[src/sv/lpstv_pkg.sv]
// shared types, constants and the cordic step table for the stv calculator
`default_nettype none
package lpstv_pkg;

    // default component width and default selected particle code
    localparam int MOMENTUM_BITS_DEF = 16;
    localparam logic signed [31:0] DEFAULT_CODE = 32'sd2212;

    // one closed event handed from the front to the back
    typedef struct packed {
        logic signed [15:0] mu_x;
        logic signed [15:0] mu_y;
        logic signed [15:0] mu_z;
        logic signed [15:0] ld_x;
        logic signed [15:0] ld_y;
        logic signed [15:0] ld_z;
        logic               found;
    } evt_t;

    // arctangent of 2^-i, scaled so that 32768 is pi
    function automatic logic [13:0] step_angle(input logic [3:0] idx);
        logic [13:0] a;
        case (idx)
            4'd0:    a = 14'd8192;
            4'd1:    a = 14'd4836;
            4'd2:    a = 14'd2555;
            4'd3:    a = 14'd1297;
            4'd4:    a = 14'd651;
            4'd5:    a = 14'd326;
            4'd6:    a = 14'd163;
            4'd7:    a = 14'd81;
            4'd8:    a = 14'd41;
            4'd9:    a = 14'd20;
            4'd10:   a = 14'd10;
            4'd11:   a = 14'd5;
            4'd12:   a = 14'd3;
            4'd13:   a = 14'd1;
            4'd14:   a = 14'd1;
            default: a = 14'd0;
        endcase
        return a;
    endfunction

endpackage
`default_nettype wire

[src/sv/lpstv_back.sv]
// back end: sequenced products, square roots, divides and cordic angles
`default_nettype none
module lpstv_back
    import lpstv_pkg::*;
(
    input  logic               clk,
    input  logic               rst_n,
    input  logic               evt_valid,
    output logic               evt_pop,
    input  evt_t               evt_data,
    output logic               out_valid,
    input  logic               out_stall,
    output logic [16:0]        transverse_imbalance,
    output logic [15:0]        phi_t_angle,
    output logic [15:0]        alpha_t_angle,
    output logic               angle_invalid,
    output logic               proton_found,
    output logic [15:0]        proton_magnitude,
    output logic signed [15:0] proton_cos_polar,
    output logic [15:0]        muon_magnitude,
    output logic signed [15:0] muon_cos_polar,
    output logic               polar_invalid
);

    // sequencer states
    localparam logic [2:0] ST_IDLE = 3'd0;
    localparam logic [2:0] ST_MUL  = 3'd1;
    localparam logic [2:0] ST_DISP = 3'd2;
    localparam logic [2:0] ST_SQRT = 3'd3;
    localparam logic [2:0] ST_DIV  = 3'd4;
    localparam logic [2:0] ST_NORM = 3'd5;
    localparam logic [2:0] ST_ROT  = 3'd6;
    localparam logic [2:0] ST_FIN  = 3'd7;

    // jobs in order
    localparam logic [2:0] J_DPT   = 3'd0;
    localparam logic [2:0] J_PMAG  = 3'd1;
    localparam logic [2:0] J_MMAG  = 3'd2;
    localparam logic [2:0] J_PCOS  = 3'd3;
    localparam logic [2:0] J_MCOS  = 3'd4;
    localparam logic [2:0] J_PHI   = 3'd5;
    localparam logic [2:0] J_ALPHA = 3'd6;
    localparam logic [2:0] J_DONE  = 3'd7;

    // accumulator slots
    localparam logic [3:0] A_MUT  = 4'd0;
    localparam logic [3:0] A_MUZ  = 4'd1;
    localparam logic [3:0] A_PT   = 4'd2;
    localparam logic [3:0] A_PZ   = 4'd3;
    localparam logic [3:0] A_DPT  = 4'd4;
    localparam logic [3:0] A_DOT1 = 4'd5;
    localparam logic [3:0] A_CR1  = 4'd6;
    localparam logic [3:0] A_DOT2 = 4'd7;
    localparam logic [3:0] A_CR2  = 4'd8;

    localparam logic [4:0] MUL_END  = 5'd16;
    localparam logic [4:0] SQRT_END = 5'd16;
    localparam logic [4:0] DIV_END  = 5'd30;
    localparam logic [4:0] ROT_END  = 5'd15;

    logic [2:0]         state_reg;
    logic [2:0]         job_reg;
    logic [4:0]         cnt_reg;

    logic signed [15:0] mx_reg;
    logic signed [15:0] my_reg;
    logic signed [15:0] mz_reg;
    logic signed [15:0] px_reg;
    logic signed [15:0] py_reg;
    logic signed [15:0] pz_reg;
    logic               found_reg;

    logic signed [35:0] acc_reg [9];
    logic signed [33:0] prod_reg;
    logic [3:0]         ptgt_reg;
    logic               psub_reg;
    logic               pvld_reg;

    logic [33:0]        sq_src_reg;
    logic [18:0]        sq_rem_reg;
    logic [16:0]        sq_root_reg;

    logic [31:0]        dv_den_reg;
    logic [31:0]        dv_rem_reg;
    logic [30:0]        dv_quo_reg;
    logic               dv_lsb_reg;
    logic               zneg_reg;

    logic signed [35:0] cx_reg;
    logic signed [35:0] cy_reg;
    logic signed [16:0] cz_reg;
    logic               dneg_reg;

    logic [16:0]        trans_reg;
    logic [15:0]        phi_reg;
    logic [15:0]        alpha_reg;
    logic [15:0]        pmag_reg;
    logic [15:0]        mmag_reg;
    logic signed [15:0] pcos_reg;
    logic signed [15:0] mcos_reg;

    logic               ov_reg;
    logic [16:0]        o_trans_reg;
    logic [15:0]        o_phi_reg;
    logic [15:0]        o_alpha_reg;
    logic               o_abad_reg;
    logic               o_found_reg;
    logic [15:0]        o_pmag_reg;
    logic signed [15:0] o_pcos_reg;
    logic [15:0]        o_mmag_reg;
    logic signed [15:0] o_mcos_reg;
    logic               o_pbad_reg;

    logic signed [35:0] mu_sq;
    logic signed [35:0] p_sq;
    logic               ang_bad;
    logic               pol_bad;

    logic signed [16:0] ex;
    logic signed [16:0] ey;
    logic signed [16:0] ez;
    logic signed [16:0] fx;
    logic signed [16:0] fy;
    logic signed [16:0] fz;
    logic signed [16:0] gx;
    logic signed [16:0] gy;
    logic signed [16:0] op_a;
    logic signed [16:0] op_b;
    logic [3:0]         op_tgt;
    logic               op_sub;

    logic [20:0]        sq_sh;
    logic [20:0]        sq_trial;
    logic               sq_ge;
    logic [18:0]        sq_rem_nx;
    logic [16:0]        sq_root_nx;
    logic [17:0]        sq_rnd;
    logic [15:0]        cos_n;
    logic signed [15:0] cos_val;

    logic [32:0]        dv_sh;
    logic               dv_ge;
    logic [31:0]        dv_rem_nx;
    logic [30:0]        dv_quo_nx;

    logic signed [35:0] cm;
    logic signed [35:0] sx;
    logic signed [35:0] sy;
    logic signed [35:0] cx_nx;
    logic signed [35:0] cy_nx;
    logic signed [16:0] cz_nx;
    logic signed [16:0] zc;
    logic [15:0]        ang_res;
    logic signed [35:0] dot_sel;
    logic signed [35:0] cr_sel;
    logic               out_free;

    // event-level sums and zero checks
    assign mu_sq   = acc_reg[A_MUT] + acc_reg[A_MUZ];
    assign p_sq    = acc_reg[A_PT] + acc_reg[A_PZ];
    assign ang_bad = (acc_reg[A_MUT] == 0) || (acc_reg[A_PT] == 0) || (acc_reg[A_DPT] == 0);
    assign pol_bad = (mu_sq == 0) || (p_sq == 0);

    assign evt_pop  = (state_reg == ST_IDLE) && evt_valid;
    assign out_free = !ov_reg || !out_stall;

    // product schedule
    assign ex = 17'(mx_reg);
    assign ey = 17'(my_reg);
    assign ez = 17'(mz_reg);
    assign fx = 17'(px_reg);
    assign fy = 17'(py_reg);
    assign fz = 17'(pz_reg);
    assign gx = ex + fx;
    assign gy = ey + fy;

    always_comb
    begin
        case (cnt_reg[3:0])
            4'd0:    begin op_a = ex; op_b = ex; op_tgt = A_MUT;  op_sub = 1'b0; end
            4'd1:    begin op_a = ey; op_b = ey; op_tgt = A_MUT;  op_sub = 1'b0; end
            4'd2:    begin op_a = ez; op_b = ez; op_tgt = A_MUZ;  op_sub = 1'b0; end
            4'd3:    begin op_a = fx; op_b = fx; op_tgt = A_PT;   op_sub = 1'b0; end
            4'd4:    begin op_a = fy; op_b = fy; op_tgt = A_PT;   op_sub = 1'b0; end
            4'd5:    begin op_a = fz; op_b = fz; op_tgt = A_PZ;   op_sub = 1'b0; end
            4'd6:    begin op_a = gx; op_b = gx; op_tgt = A_DPT;  op_sub = 1'b0; end
            4'd7:    begin op_a = gy; op_b = gy; op_tgt = A_DPT;  op_sub = 1'b0; end
            4'd8:    begin op_a = ex; op_b = fx; op_tgt = A_DOT1; op_sub = 1'b1; end
            4'd9:    begin op_a = ey; op_b = fy; op_tgt = A_DOT1; op_sub = 1'b1; end
            4'd10:   begin op_a = ey; op_b = fx; op_tgt = A_CR1;  op_sub = 1'b0; end
            4'd11:   begin op_a = ex; op_b = fy; op_tgt = A_CR1;  op_sub = 1'b1; end
            4'd12:   begin op_a = ex; op_b = gx; op_tgt = A_DOT2; op_sub = 1'b1; end
            4'd13:   begin op_a = ey; op_b = gy; op_tgt = A_DOT2; op_sub = 1'b1; end
            4'd14:   begin op_a = ey; op_b = gx; op_tgt = A_CR2;  op_sub = 1'b0; end
            default: begin op_a = ex; op_b = gy; op_tgt = A_CR2;  op_sub = 1'b1; end
        endcase
    end

    // one square root step, two radicand bits per cycle
    always_comb
    begin
        sq_sh    = {sq_rem_reg, sq_src_reg[33:32]};
        sq_trial = {2'b00, sq_root_reg, 2'b01};
        sq_ge    = (sq_sh >= sq_trial);
        if (sq_ge)
        begin
            sq_rem_nx  = 19'(sq_sh - sq_trial);
            sq_root_nx = {sq_root_reg[15:0], 1'b1};
        end
        else
        begin
            sq_rem_nx  = 19'(sq_sh);
            sq_root_nx = {sq_root_reg[15:0], 1'b0};
        end
        sq_rnd  = (sq_rem_nx > {2'b00, sq_root_nx}) ? 18'(sq_root_nx) + 18'd1 : 18'(sq_root_nx);
        cos_n   = 16'((17'(sq_root_nx) + 17'd1) >> 1);
        cos_val = zneg_reg ? -$signed(cos_n) : $signed(cos_n);
    end

    // one restoring divide step
    always_comb
    begin
        dv_sh = {dv_rem_reg, dv_lsb_reg};
        dv_ge = (dv_sh >= {1'b0, dv_den_reg});
        dv_rem_nx = dv_ge ? 32'(dv_sh - {1'b0, dv_den_reg}) : 32'(dv_sh);
        dv_quo_nx = {dv_quo_reg[29:0], dv_ge};
    end

    // one cordic vectoring step and the final angle
    always_comb
    begin
        cm = (cx_reg > cy_reg) ? cx_reg : cy_reg;
        sx = cx_reg >>> cnt_reg[3:0];
        sy = (cy_reg >= 0) ? (cy_reg >>> cnt_reg[3:0]) : -((-cy_reg) >>> cnt_reg[3:0]);
        if (cy_reg > 0)
        begin
            cx_nx = cx_reg + sy;
            cy_nx = cy_reg - sx;
            cz_nx = cz_reg + 17'(step_angle(cnt_reg[3:0]));
        end
        else
        begin
            cx_nx = cx_reg - sy;
            cy_nx = cy_reg + sx;
            cz_nx = cz_reg - 17'(step_angle(cnt_reg[3:0]));
        end
        if (cz_reg < 0)
        begin
            zc = '0;
        end
        else if (cz_reg > 17'sd16384)
        begin
            zc = 17'sd16384;
        end
        else
        begin
            zc = cz_reg;
        end
        ang_res = dneg_reg ? 16'(17'sd32768 - zc) : 16'(zc);
        dot_sel = (job_reg == J_PHI) ? acc_reg[A_DOT1] : acc_reg[A_DOT2];
        cr_sel  = (job_reg == J_PHI) ? acc_reg[A_CR1] : acc_reg[A_CR2];
    end

    // sequencer and datapath
    always_ff @(posedge clk or negedge rst_n)
    begin
        if (!rst_n)
        begin
            state_reg <= ST_IDLE;
            job_reg   <= J_DPT;
            cnt_reg   <= '0;
            pvld_reg  <= 1'b0;
            ov_reg    <= 1'b0;
        end
        else
        begin
            // product pipeline
            if (pvld_reg)
            begin
                acc_reg[ptgt_reg] <= psub_reg ? acc_reg[ptgt_reg] - 36'(prod_reg)
                                              : acc_reg[ptgt_reg] + 36'(prod_reg);
            end
            pvld_reg <= (state_reg == ST_MUL) && (cnt_reg != MUL_END);

            // output slot drains
            if (ov_reg && !out_stall && state_reg != ST_FIN)
            begin
                ov_reg <= 1'b0;
            end

            case (state_reg)
                ST_IDLE:
                begin
                    if (evt_valid)
                    begin
                        mx_reg    <= evt_data.mu_x;
                        my_reg    <= evt_data.mu_y;
                        mz_reg    <= evt_data.mu_z;
                        px_reg    <= evt_data.ld_x;
                        py_reg    <= evt_data.ld_y;
                        pz_reg    <= evt_data.ld_z;
                        found_reg <= evt_data.found;
                        for (int i = 0; i < 9; i++)
                        begin
                            acc_reg[i] <= '0;
                        end
                        cnt_reg   <= '0;
                        job_reg   <= J_DPT;
                        state_reg <= ST_MUL;
                    end
                end

                ST_MUL:
                begin
                    if (cnt_reg == MUL_END)
                    begin
                        state_reg <= ST_DISP;
                    end
                    else
                    begin
                        prod_reg <= op_a * op_b;
                        ptgt_reg <= op_tgt;
                        psub_reg <= op_sub;
                        cnt_reg  <= cnt_reg + 5'd1;
                    end
                end

                ST_DISP:
                begin
                    cnt_reg     <= '0;
                    sq_rem_reg  <= '0;
                    sq_root_reg <= '0;
                    case (job_reg)
                        J_DPT:
                        begin
                            sq_src_reg <= 34'(acc_reg[A_DPT]);
                            state_reg  <= ST_SQRT;
                        end
                        J_PMAG:
                        begin
                            sq_src_reg <= 34'(p_sq);
                            state_reg  <= ST_SQRT;
                        end
                        J_MMAG:
                        begin
                            sq_src_reg <= 34'(mu_sq);
                            state_reg  <= ST_SQRT;
                        end
                        J_PCOS, J_MCOS:
                        begin
                            if (pol_bad)
                            begin
                                if (job_reg == J_PCOS)
                                begin
                                    pcos_reg <= '0;
                                end
                                else
                                begin
                                    mcos_reg <= '0;
                                end
                                job_reg <= job_reg + 3'd1;
                            end
                            else
                            begin
                                dv_quo_reg <= '0;
                                if (job_reg == J_PCOS)
                                begin
                                    dv_den_reg <= 32'(p_sq);
                                    dv_rem_reg <= 32'(acc_reg[A_PZ] >>> 1);
                                    dv_lsb_reg <= acc_reg[A_PZ][0];
                                    zneg_reg   <= pz_reg[15];
                                end
                                else
                                begin
                                    dv_den_reg <= 32'(mu_sq);
                                    dv_rem_reg <= 32'(acc_reg[A_MUZ] >>> 1);
                                    dv_lsb_reg <= acc_reg[A_MUZ][0];
                                    zneg_reg   <= mz_reg[15];
                                end
                                state_reg <= ST_DIV;
                            end
                        end
                        J_PHI, J_ALPHA:
                        begin
                            if (ang_bad || (dot_sel == 0 && cr_sel == 0))
                            begin
                                if (job_reg == J_PHI)
                                begin
                                    phi_reg <= '0;
                                end
                                else
                                begin
                                    alpha_reg <= '0;
                                end
                                job_reg <= job_reg + 3'd1;
                            end
                            else
                            begin
                                cx_reg    <= (dot_sel < 0) ? -dot_sel : dot_sel;
                                cy_reg    <= (cr_sel < 0) ? -cr_sel : cr_sel;
                                dneg_reg  <= (dot_sel < 0);
                                state_reg <= ST_NORM;
                            end
                        end
                        default:
                        begin
                            state_reg <= ST_FIN;
                        end
                    endcase
                end

                ST_SQRT:
                begin
                    sq_rem_reg  <= sq_rem_nx;
                    sq_root_reg <= sq_root_nx;
                    sq_src_reg  <= {sq_src_reg[31:0], 2'b00};
                    cnt_reg     <= cnt_reg + 5'd1;
                    if (cnt_reg == SQRT_END)
                    begin
                        case (job_reg)
                            J_DPT:
                                trans_reg <= (sq_rnd > 18'd131071) ? 17'd131071 : 17'(sq_rnd);
                            J_PMAG:
                                pmag_reg <= (sq_rnd > 18'd65535) ? 16'd65535 : 16'(sq_rnd);
                            J_MMAG:
                                mmag_reg <= (sq_rnd > 18'd65535) ? 16'd65535 : 16'(sq_rnd);
                            J_PCOS:
                                pcos_reg <= cos_val;
                            default:
                                mcos_reg <= cos_val;
                        endcase
                        job_reg   <= job_reg + 3'd1;
                        state_reg <= ST_DISP;
                    end
                end

                ST_DIV:
                begin
                    dv_rem_reg <= dv_rem_nx;
                    dv_quo_reg <= dv_quo_nx;
                    dv_lsb_reg <= 1'b0;
                    if (cnt_reg == DIV_END)
                    begin
                        // the square root of the quotient gives twice the cosine
                        sq_src_reg  <= {3'b000, dv_quo_nx};
                        sq_rem_reg  <= '0;
                        sq_root_reg <= '0;
                        cnt_reg     <= '0;
                        state_reg   <= ST_SQRT;
                    end
                    else
                    begin
                        cnt_reg <= cnt_reg + 5'd1;
                    end
                end

                ST_NORM:
                begin
                    if (cm < (36'sd1 <<< 30))
                    begin
                        cx_reg <= cx_reg <<< 1;
                        cy_reg <= cy_reg <<< 1;
                    end
                    else if (cm >= (36'sd1 <<< 31))
                    begin
                        cx_reg <= cx_reg >>> 1;
                        cy_reg <= cy_reg >>> 1;
                    end
                    else
                    begin
                        cz_reg    <= '0;
                        cnt_reg   <= '0;
                        state_reg <= ST_ROT;
                    end
                end

                ST_ROT:
                begin
                    if (cy_reg == 0 || cnt_reg == ROT_END)
                    begin
                        if (job_reg == J_PHI)
                        begin
                            phi_reg <= ang_res;
                        end
                        else
                        begin
                            alpha_reg <= ang_res;
                        end
                        job_reg   <= job_reg + 3'd1;
                        state_reg <= ST_DISP;
                    end
                    else
                    begin
                        cx_reg  <= cx_nx;
                        cy_reg  <= cy_nx;
                        cz_reg  <= cz_nx;
                        cnt_reg <= cnt_reg + 5'd1;
                    end
                end

                default:
                begin
                    // result waits until the output register is free
                    if (out_free)
                    begin
                        ov_reg      <= 1'b1;
                        o_trans_reg <= trans_reg;
                        o_phi_reg   <= phi_reg;
                        o_alpha_reg <= alpha_reg;
                        o_abad_reg  <= ang_bad;
                        o_found_reg <= found_reg;
                        o_pmag_reg  <= pmag_reg;
                        o_pcos_reg  <= pcos_reg;
                        o_mmag_reg  <= mmag_reg;
                        o_mcos_reg  <= mcos_reg;
                        o_pbad_reg  <= pol_bad;
                        state_reg   <= ST_IDLE;
                    end
                end
            endcase
        end
    end

    // result word
    assign out_valid            = ov_reg;
    assign transverse_imbalance = o_trans_reg;
    assign phi_t_angle          = o_phi_reg;
    assign alpha_t_angle        = o_alpha_reg;
    assign angle_invalid        = o_abad_reg;
    assign proton_found         = o_found_reg;
    assign proton_magnitude     = o_pmag_reg;
    assign proton_cos_polar     = o_pcos_reg;
    assign muon_magnitude       = o_mmag_reg;
    assign muon_cos_polar       = o_mcos_reg;
    assign polar_invalid        = o_pbad_reg;

endmodule
`default_nettype wire

[config.mk]
export PLATFORM = sky130hd
export DESIGN_NAME = lpstv_back
export DESIGN_NICKNAME = d
export VERILOG_FILES = /design/src/sv/lpstv_pkg.sv /design/src/sv/lpstv_back.sv
export SDC_FILE = /design/constraint.sdc
export NUM_CORES = 2
export LEC_CHECK = 0
export CORE_MARGIN = 3
export CORE_UTILIZATION = 45
export DETAILED_ROUTE_END_ITERATION = 12
export DONT_BUFFER_PORTS = 1
export PLACE_DENSITY = 0.73
export RECOVER_POWER = 25
export SKIP_LAST_GASP = 1
export SLEW_MARGIN = 20
export SYNTH_ARGS = -nofsm -noshare
export SYNTH_HDL_FRONTEND = slang
export SYNTH_SLANG_ARGS = --single-unit
[constraint.sdc]
create_clock -name clk -period 10.5 [get_ports clk]
set_input_delay 2.1 -clock clk [delete_from_list [all_inputs] [get_ports clk]]
set_output_delay 2.1 -clock clk [all_outputs]
set_load 0.02 [all_outputs]
== Word-level counts from Yosys, hierarchy flattened ==
Memory sizes are Yosys's and may differ from the RTL's. A register that Yosys moved wholly into a read port is not among the register bits.
Index checks and enable logic that the tools add are counted.
Operators by class
  add/sub/neg operators: 24
  equality and inequality tests: 62
  muxes and demuxes: 119
  bitwise gates (word level): 4
  $mul: 1
  reduce and logical (&&, ||, !) cells: 73
  shift-type cells: 3
  $lt $le $gt $ge: 14
Operators by type and width (count)
  $mux 36: 17
  $mux 16: 25
  $logic_not 36->1: 8
  $pmux 17 s7: 2
  $pmux 36 s3: 2
  $pmux 34 s3: 2
  $mux 32: 5
  $add 36x36->36: 4
  $neg 36->36: 4
  $pmux 16 s2: 4
  $sshr 36x4->36: 3
  $mux 17: 5
  $lt 36x1->1 const B: 2
  $sub 36x36->36: 2
  $mux 35: 2
  $pmux 32 s2: 1
  $mux 30: 2
  $pmux 30 s2: 1
  $pmux 19 s3: 1
  $pmux 17 s3: 1
  $mux 3: 14
  $ne 2x2->1 const B: 21
  $mux 19: 2
  $add 36x34->36: 1
  75 further kinds: 169
Storage, ports and cells
  logic and storage cells: 349
  memories: 3
  register bits after elaboration: 634
  bits in read-only memories: 448
  bits in writable memories: 324
  input port bits: 101
Memories
  acc_reg: words 9, width 36, read ports 10, clocked after Yosys merged registers in 1, write ports 10, line lpstv_back.sv:73  | logic signed [35:0] acc_reg [9];
  (no name shown): words 16, width 14, read ports 1, clocked after Yosys merged registers in 0, write ports 0, line lpstv_pkg.sv:23  | case (idx)
  (no name shown): words 16, width 14, read ports 1, clocked after Yosys merged registers in 0, write ports 0, line lpstv_pkg.sv:23

== Longest topological paths before layout ==
  depth after elaboration: 8
  depth in mapped cells: 46

== Worst setup path before layout ==
OpenSTA, ideal clock, no wires.
  kind: register to register
  start point: register cnt_reg[2]
  end point: register prod_reg[32] (data pin)
  period minus slack after synthesis: 10.765 ns
  arrival: 10.508 ns
  setup time: 0.258 ns
  slack: -0.265 ns
  stages on the path, launching flop included: 41
  cell sequence: dfrtp_1 clkbuf_1 clkinv_1 clkbuf_1 buf_1 clkbuf_1 clkbuf_1 buf_1 clkbuf_1 clkbuf_1 nor2_1 clkbuf_1 a22o_1 a221oi_1 nand3_1 o32ai_1 nor2_1 fa_1 [5 not listed] fa_1 inv_1 fa_1 inv_1 fa_1 inv_1 ha_1 o21ai_0 a21oi_1 o41ai_1 o21ai_0 o41a_1 a41o_1 o41a_1 a211o_1 a21o_1 a21oi_1 xnor2_1
Between the ends
  longest elaborated chain between the ends: 4
  elaborated cells on any way between the ends: 22
  classes of those cells: mul: 1; eq/ne: 14; mux: 2; reduce/logical: 5
Ends and longest elaborated chain
  start, declared: line lpstv_back.sv:63  | logic [4:0] cnt_reg;
  start signal, assigned: line lpstv_back.sv:324  | cnt_reg <= cnt_reg + 5'd1;
  start signal, assigned: line lpstv_back.sv:417  | cnt_reg <= cnt_reg + 5'd1;
  start signal, assigned: line lpstv_back.sv:453  | cnt_reg <= cnt_reg + 5'd1;
  $eq 4x4->1, or another cell as far along: line lpstv_back.sv:179  | case (cnt_reg[3:0])
  $reduce_or 5->1 (no source line) or $reduce_or 3->1 (tied branches)
  $pmux 17 s7: line lpstv_back.sv:179
  $mul 17x17->34 (*): line lpstv_back.sv:321  | prod_reg <= op_a * op_b;
  end signal, assigned: line lpstv_back.sv:321
  end, declared: line lpstv_back.sv:74  | logic signed [33:0] prod_reg;
Every way passes the cells marked *; elsewhere a longest branch is shown, timed or not.
A chain may end at the register's enable or synchronous reset.

== Final worst setup path ==
  start point: register my_reg[1]
  end point: register prod_reg[32] (data pin)
Between the ends
  longest elaborated chain between the ends: 3
  elaborated cells on any way between the ends: 4
  classes of those cells: add/sub: 1; mul: 1; mux: 2
Ends and longest elaborated chain
  start, declared: line lpstv_back.sv:66  | logic signed [15:0] my_reg;
  start signal, assigned: line lpstv_back.sv:297  | my_reg <= evt_data.mu_y;
  $add 16x16->17: line lpstv_back.sv:175  | assign gy = ey + fy;
  $pmux 17 s7: line lpstv_back.sv:179
  $mul 17x17->34 (*): line lpstv_back.sv:321
Marked as above.

==> results.py <==
metrics = {
    "timing": {
        "clock_skew_ns": 0.08130,
        "finalCritPeriodShare_pct": 95.97,
        "max_freq_ghz": 0.09924,
        "hold_violations": 0,
        "rsz0062_at_grt": "true",
        "fin_crit_ns": 10.08,
        "setup_violations": 0,
        "drv_slew": 562,
        "slew_headroom_pct": -99.47,
        "finalWorstSetupSlack_ns": 0.4230,
        "worst_pin_slew_ns": 2.992,
    },
    "critical_path": {
        "crit_arrival_ns": 10.63,
        "worstPathRequired_ns": 11.05,
        "slowest_delay_ns": 0.56,
        "crit_slowest_cell": "fa_1",
        "start_kind": "flip-flop",
        "r2r_cells": 38,
        "end_kind": "flip-flop",
        "r2r_slack_ns": 0.42,
        "r2r-start": "my_reg[1]",
        "critical_path_class": "reg -> reg",
        "path_max_fanout": 9,
        "startpoint": "my_reg[1]",
        "crit_path_frequent_cell": "a21oi_1",
    },
    "yosys": {
        "synth_compound_area_share_pct": 15.65,
        "synth_nets": 10060,
        "synth_enable_flop_cells": 873,
        "synth-simple-area-share_pct": 15.86,
        "synthAdderAreaFrac_pct": 13.00,
        "yosysUniqueCellTypes": 106,
        "synth_flop_cell": "edfxtp_1",
        "synth_area_leaders": "edfxtp_1 30%, dfxtp_1 7.4%, fa_1 6.9%",
        "synthMuxAreaShare_pct": 8.772,
        "synth.avg_cell_area_sq_um": 9.631,
        "synth.top_cell.area_share_pct": 29.52,
        "syn_inst": 9221,
        "seq_area_frac_synth_pct": 37.28,
        "synth-async-reset-ratio_pct": 1.071,
        "ys_ff_latch": 1214,
        "synth_area_sq_mm": 0.08881,
        "ys_warn_count": 0,
        "synth_xor_area_share_pct": 4.724,
        "yosysTopAreaCell": "edfxtp_1",
        "synth_top_family_by_area": "simple AND/OR/NAND/NOR gates",
    },
    "grt": {
        "grt-ovfl-total": 0,
        "grt_pass1_wl_um": 460000,
        "grt_max_degree": 154,
        "antenna_found_initial": 20,
        "grt_usage_pct": 29.51,
        "grt_pass1_vias": 71350,
    },
    "clock_network": {
        "cts_hold_buf": 0,
        "cts_root_buffer": "clkbuf_16",
        "clockBufferDepth": 3,
        "tritoncts": "yes",
        "cts.repair.resized": 0,
        "clkTransAtPathRegs_ns": 0.07,
        "cts_sinks": 1214,
        "post_cts_buffers": 0,
        "cts_made_buffers": 121,
        "worstSkewPairLatency_ns": 0.81,
        "htree_levels": 3,
    },
    "finish": {
        "fill_cells": 17480,
        "largest_reg_flops": 576,
        "area_growth_pct": 9.114,
        "drive_gt1_share_pct": 9.595,
        "ff_latch_area_sq_mm": 0.03313,
        "multiInputGateArea_sq_mm": 0.05194,
        "design_area_sq_mm": 0.09690,
        "fin_nets": 9948,
    },
    "placement": {
        "hpwl_um": 230400,
        "placed_cell_area_sq_mm": 0.09256,
        "place_ws_ns": -0.009462,
        "port_buffers": 0,
        "gp_congestion": 1.001,
    },
    "hold_path": {
        "min_path_cells": 0,
        "hold_path_class": "reg -> reg",
        "min_from": "pcos_reg[10]",
    },
    "route": {
        "wl_per_cell_um": 26.09,
        "drt-initial-drc-count": 10380,
        "ant_nets": 0,
        "vias_per_cell": 6.374,
        "drc": 0,
        "totalWireLength_um": 309200,
        "vias": 75520,
        "first_pass_iters": 7,
    },
    "die": {
        "start_util_pct": 45.40,
        "dieWidth_um": 450.2,
        "die_y_um": 450.2,
        "core_sq_mm": 0.1956,
        "io_pins": 219,
        "die_area_sq_mm": 0.2027,
        "std_cell_rows": 162,
    },
    "run": {
        "maxCapViolations": 15,
    },
    "status": {
        "violations": "max-capacitance violations, max-slew violations",
        "status": "finished, violations left",
    },
}
[cells by family after synthesis]
logic type / after synthesis
AO/OA/AOI/OAI: 2168
XOR/XNOR: 479
adder cells (fa/ha/maj): 739
buffers and inverters: 1105
flip-flops: 1214
multiplexers: 486
AND/OR/NAND/NOR: 3030
[routing by layer]
metal,up-vias,track usage [%],part of all wire (%)
met5,-,0,0.026
met1,36910,39.26,39
met2,4478,45.22,45
met4,12,15.10,5.9
li1,33290,-,-
met3,829,6.591,11
[worst max-delay path: cells and delay by family (launching register included)]
kind            cells  cell delay [ns]
fa+ha+maj           8             3.82
flops               1             0.44
compound gates     21             4.73
simple gates        2             0.34
buf+inv             5             0.27
xor+xnor            2             0.29
[cells in the mapped netlist, types with 231 or more instances]
library cell  instances
fa_1                306
nor3_1              231
a21oi_1             716
nand2_1             943
nor2_1              960
edfxtp_1            873
xnor2_1             340
ha_1                433
o21ai_0             431
inv_1               593
dfxtp_1             328
clkbuf_1            399
[final timing paths]
path,end
min,proton_cos_polar[10]
min reg2reg,proton_cos_polar[10]
max,prod_reg[32]
max in group asynchronous,job_reg[0]
min in group asynchronous,pvld_reg
max reg2reg,prod_reg[32]
[through the flow]
stage | hold WS [ns] | instances | utilization [%] | setup TNS (ns)
floorplan | 0.4003 | 9221 | - | 0
global placement | 0.4018 | 11610 | 47.32 | 0
detailed placement | 0.4045 | 11610 | 47.32 | -0.009462
CTS | 0.3744 | 11830 | 49.50 | 0
global route | 0.4173 | 11840 | 49.53 | -0.1146
finish | 0.4073 | 11850 | 49.54 | 0
[area by class of cell]
| type | count | share of cell area [%] |
|---|---|---|
| diodes | 12 | 0.03099 |
| clock buffers | 144 | 3.287 |
| clock inverters | 84 | 1.109 |
| inverters | 603 | 2.336 |
| multi-input cells | 6902 | 53.60 |
| flip-flops and latches | 1214 | 34.19 |
| well taps | 2624 | 3.388 |
| repair buffers | 266 | 2.065 |
[placed cells by master, fill, tap and decap left out, types with 71 or more instances in the layout]
cell | netlist | final
a211oi_1 | 122 | 121
a21o_1 | 100 | 100
a21oi_1 | 716 | 716
a31oi_1 | 80 | 78
and2_1 | 90 | 88
and3_1 | 103 | 102
buf_4 | 1 | 245
clkbuf_16 | 0 | 122
dfxtp_1 | 328 | 324
edfxtp_1 | 873 | 873
fa_1 | 306 | 306
ha_1 | 433 | 433
inv_1 | 593 | 594
mux2i_1 | 218 | 215
mux4_2 | 230 | 230
nand2_1 | 943 | 942
nand2b_1 | 92 | 90
nand3_1 | 166 | 165
nand4_1 | 71 | 71
nor2_1 | 960 | 940
nor2b_1 | 95 | 93
nor3_1 | 231 | 223
nor4_1 | 75 | 74
o21ai_0 | 431 | 423
xnor2_1 | 340 | 338
xor2_1 | 139 | 135
Power is left out: the tool's default activity adds up to more than one toggle a clock period on the data nets, which glitch-free logic cannot reach.
